File: src/hw/rtl/pfa_ram.sv
`default_nettype none

module pfa_ram #(
  parameter int WIDTH = 8,
  parameter int DEPTH = 256
) (
  input  wire logic                     clk,
  input  wire logic                     we,
  input  wire logic [$clog2(DEPTH)-1:0] waddr,
  input  wire logic [WIDTH-1:0]         wdata,
  input  wire logic [$clog2(DEPTH)-1:0] raddr,
  output logic      [WIDTH-1:0]         rdata
);

  logic [WIDTH-1:0] mem [DEPTH];

  // Write port
  always_ff @(posedge clk) begin
    if (we) begin
      mem[waddr] <= wdata;
    end
  end

  // Registered read port
  always_ff @(posedge clk) begin
    rdata <= mem[raddr];
  end

endmodule

`default_nettype wire

File: config.mk
export PLATFORM = sky130hd
export DESIGN_NAME = pfa_ram
export DESIGN_NICKNAME = d
export VERILOG_FILES = /design/src/hw/rtl/pfa_ram.sv
export SDC_FILE = /design/constraint.sdc
export NUM_CORES = 2
export LEC_CHECK = 0
export ABC_AREA = 1
export BUFFER_PORTS_ARGS = -buffer_cell sky130_fd_sc_hd__buf_2
export CORE_MARGIN = 2
export CORE_UTILIZATION = 55
export CTS_BUF_LIST = sky130_fd_sc_hd__clkbuf_8 sky130_fd_sc_hd__clkbuf_16
export DETAILED_ROUTE_END_ITERATION = 16
export PLACE_DENSITY = 0.74
export SETUP_SLACK_MARGIN = 0.15
export SLEW_MARGIN = 20
export SYNTH_ARGS = -nofsm -noshare
export SYNTH_HDL_FRONTEND = slang
export SYNTH_SLANG_ARGS = --single-unit
export TNS_END_PERCENT = 100
File: constraint.sdc
create_clock -name clk -period 2.6 [get_ports clk]
set_clock_uncertainty 0.2 [all_clocks]
set_input_delay 0.52 -clock clk [delete_from_list [all_inputs] [get_ports clk]]
set_output_delay 0.52 -clock clk [all_outputs]
set_load 0.03 [all_outputs]
======== Word-level counts from Yosys, hierarchy flattened ========
Memory sizes are Yosys's and may differ from the RTL's. A register that Yosys moved wholly into a read port is not among the register bits.
Cells that the tools add are included.
operators by class
  mux-type cells .......................... 2
operators with widths
  operator          count
  2-to-1 mux 1 bit  2
storage, ports and cells
  register bits after elaboration ......... 0
  RAM bits ................................ 2,048
  output and inout port bits .............. 8
  memories ................................ 1
memory list
  memory  depth  bits a word  read ports  clocked after memory_dff  wr ports  line  RTL
  mem     256    8            1           1                         1         15    logic [WIDTH-1:0] mem [DEPTH];

======== Longest topological paths before layout ========
  word-level depth ........................ 2
  gate-level depth with buffers ........... 15
  gate-level depth less buffers ........... 11

======== Least setup slack after synthesis ========
No wires, ideal clock.
  kind .................................... input port to flip-flop
  start point ............................. input port we
  end point ............................... memory mem[162][0] (enable)
  library setup time ...................... 0.370 ns
  arrival ................................. 1.641 ns
  required time ........................... 2.030 ns
  setup slack ............................. 0.389 ns
  cell stages on the path ................. 4
  buffers on the path ..................... 2
  cell sequence ........................... clkbuf_1 nand3_1 clkbuf_1 nor2_1
between the ends
  longest elaborated chain between the ends .. 2
ends and longest elaborated chain
  what                                    line  RTL
  from (decl)                             8     input wire logic we,
  2-to-1 mux 1 bit                        19    if (we) begin
  2-to-1 mux 1 bit (implied by the code)  20    mem[waddr] <= wdata;
  to (decl)                               15
Every way passes these cells.

==> flow_summary_export.csv <==
group,metric,value,unit
run_status,status,"finished clean",
die,core,150000,um2
yosys,yosys.area.top_type,"edfxtp_1",
clock_network,clock_sinks,2056,
timing,drv_slew,0,
critical_path,crit_buf_inv,5,
yosys,yosys-top-cells-count,"nand2_1 (2123), edfxtp_1 (2048), nand3_1 (2019)",
yosys,syn_area,83400,um2
power,power_density,715,nW/um2
timing,slew_headroom,36.6,%
yosys,synthCells,7003,
layout,synthToLayoutAreaGrowth,15.8,%
timing,worstMarginPinSlew,0.950,ns
yosys,synth_area_per_cell,11.9,um2
layout,fin_util,64.3,%
die,pin_count,34,
clock_network,cts.htree.levels,4,
layout,drive_above_1_share,12.5,%
hold_path,holdCritPathClass,"input port to flip-flop",
power,ir_drop,0.000735,V
yosys,synth_most_common_cell,"nand2_1",
timing,rsz0062_at_grt,"no",
clock_network,path_clk_slew,0.06,ns
yosys,yosys_register_bits,2056,
grt,grt_use_met3,6.60,%
critical_path,worstPathArrival,2.97,ns
yosys,synth.top_cell.area_share,73.7,%
yosys,synth_edf_count,2048,
yosys,ys_warn_count,0,
layout,finalNonFillerCells,9582,
detailed_routing,drc_errors,0,
die,die_h,393,um
die,dieArea,155000,um2
yosys,yosysUniqueCellTypes,14,
critical_path,crit_family,"simple AND/OR/NAND/NOR gates",
grt,grt_pass1_vias,56500,
grt,grt_pass1_wl,346,mm
place,placed_cells,9205,
power,p_total,69000,uW
clock_network,clk_latency,0.86,ns
timing,fmax,0.421,GHz
timing,finalCriticalPeriod,2.38,ns
critical_path,cp-end-kind,"flip-flop",
clock_network,cts_setup_buffers,0,
detailed_routing,wl_per_cell,24.1,um
flow_run,cap_violations,0,
grt,grt_antenna_before_repair,8,
clock_network,cts_tree,"yes",
power,p_leak,0.0348,uW
layout,fin_nets,7422,
detailed_routing,postRouteAntennaNets,0,
die,die_w,393,um
detailed_routing,routed_wl,231,mm
grt,grt_util_met2,45.4,%
critical_path,crit_path_top_delay_cell,"nand2_1",
critical_path,crit_path_start_kind,"input port",
yosys,syn_nets,7029,
timing,setup_violations,0,
yosys,yosysSeqAreaShare,73.9,%
critical_path,slowest_delay,0.27,ns
place,dp_hpwl,142,mm
detailed_routing,route.vias.total,58300,
yosys,synth-main-ff-cell,"edfxtp_1",
yosys,synth_area_leaders,"edfxtp_1 (74%), nand3_1 (12%), nand2_1 (9.6%), buf_2 (1.6%), nor2_1 (1.3%)",
grt,grt_usage,29.5,%
detailed_routing,drt_iter0_drc,8541,
yosys,synthArstFlopShare,0,%
place,portBuffers,33,
detailed_routing,first_pass_iters,8,
place,place_area,90200,um2
critical_path,cp.required,3.20,ns
critical_path,crit_fanout,28,
place,gp_congestion,0.923,
critical_path,path_cells,"buf_8 > inv_16 > buf_12 > buf_12 > buf_4 > nand2_1 > nand3_1 > nand3_1 > nand3_1 > nand3_1 > nand3_1 > nand3_1 > nand2_1 > nand2_1 > nand2_1",
grt,busiest_layer,"met2",
timing,hold_viol,0,
clock_network,cts_inserted_buffers,196,
timing,fin_crit_sh,91.4,%
layout,design_area,96600,um2
die,start_util,55.5,%
die,fp-row-count,142,
critical_path,cp_common_cell,"nand3_1",
clock_network,clk_path_buf_depth,3,
detailed_routing,vias_per_cell,6.08,
grt,grtUsageMet1,40.2,%
grt,grt_overflow,0,
clock_network,root_buffer,"clkbuf_16",
grt,grt_start_max_net_pins,85,
critical_path,path_class,"input port to flip-flop",
==> placed cells by master, fill, tap and decap left out, drive strengths merged <==
cell            n
diode           7
buf           669
dfxtp           8
nand2        2123
edfxtp       2048
dlygate4sd3     9
nand3        2019
nor2          283
inv            78
clkbuf        200
bufinv         14
clkinvlp        9
clkinv         99
==> worst reg2reg max path: cells and delay by family, from the launching register on <==
family        cells  cell delay, ns
flops             1            0.37
simple gates     10            1.61
==> stage by stage <==
step | hold WS [ns] | setup TNS, ns | setup WS (ns)
6_report | 0.231 | 0 | 0.225
5_1_grt | 0.245 | 0 | 0.210
4_1_cts | 0.177 | 0 | 0.341
3_5_place_dp | 0.636 | -3.49 | -0.511
3_3_place_gp | 0.634 | -3.27 | -0.498
2_1_floorplan | 0.419 | 0 | 0.389
==> area by class of cell <==
cell class | instances | area [um2]
diodes | 7 | 17.5
clock buffers | 200 | 5000
clock inverters | 161 | 1240
fillers | 10500 | 53600
inverters | 39 | 180
multi-input cells | 4425 | 19100
flip-flops and latches | 2056 | 61700
well taps | 2016 | 2520
repair buffers | 678 | 6790
==> kinds of logic (layout without fill, tap and decap cells) <==
kind of cell | after synthesis | in the layout | share of synthesized area [%]
other | 0 | 7 | 0
buffers and inverters | 522 | 1078 | 3.12
flip-flops | 2056 | 2056 | 73.9
AND/OR/NAND/NOR | 4425 | 4425 | 22.9
==> path summary, 6_finish.rpt <==
check                   start     endpoint  slack (ns)  cells past startpoint
setup reg to reg   mem[97][1]     rdata[1]        0.33                     10
hold reg to reg   mem[213][3]     rdata[3]        0.81                     10
hold / removal       waddr[4]  mem[234][7]        0.23                      4
setup / recovery     raddr[0]     rdata[1]        0.22                     15
==> sequential cells by signal, indices dropped and copies added, names as in the netlist <==
| signal | flops |
|---|---|
| mem | 2048 |
| rdata | 8 |
==> repair_timing <==
item / CTS / global route
hold buffers: 9 / 0
resized for setup: 0 / 0
hold endpoints to repair: 216 / 0
==> power by group <==
group,internal (uW),switching (uW)
combinational,1400,3340
clock,15400,12300
sequential,36500,38.9
total,53300,15700
==> layer usage <==
metal	routed length, um	up-vias
li1	-	25600
met1	84200	28000
met2	105000	3978
met3	29400	666
met4	11700	10
met5	78	-
(Power assumes the default switching activity.)
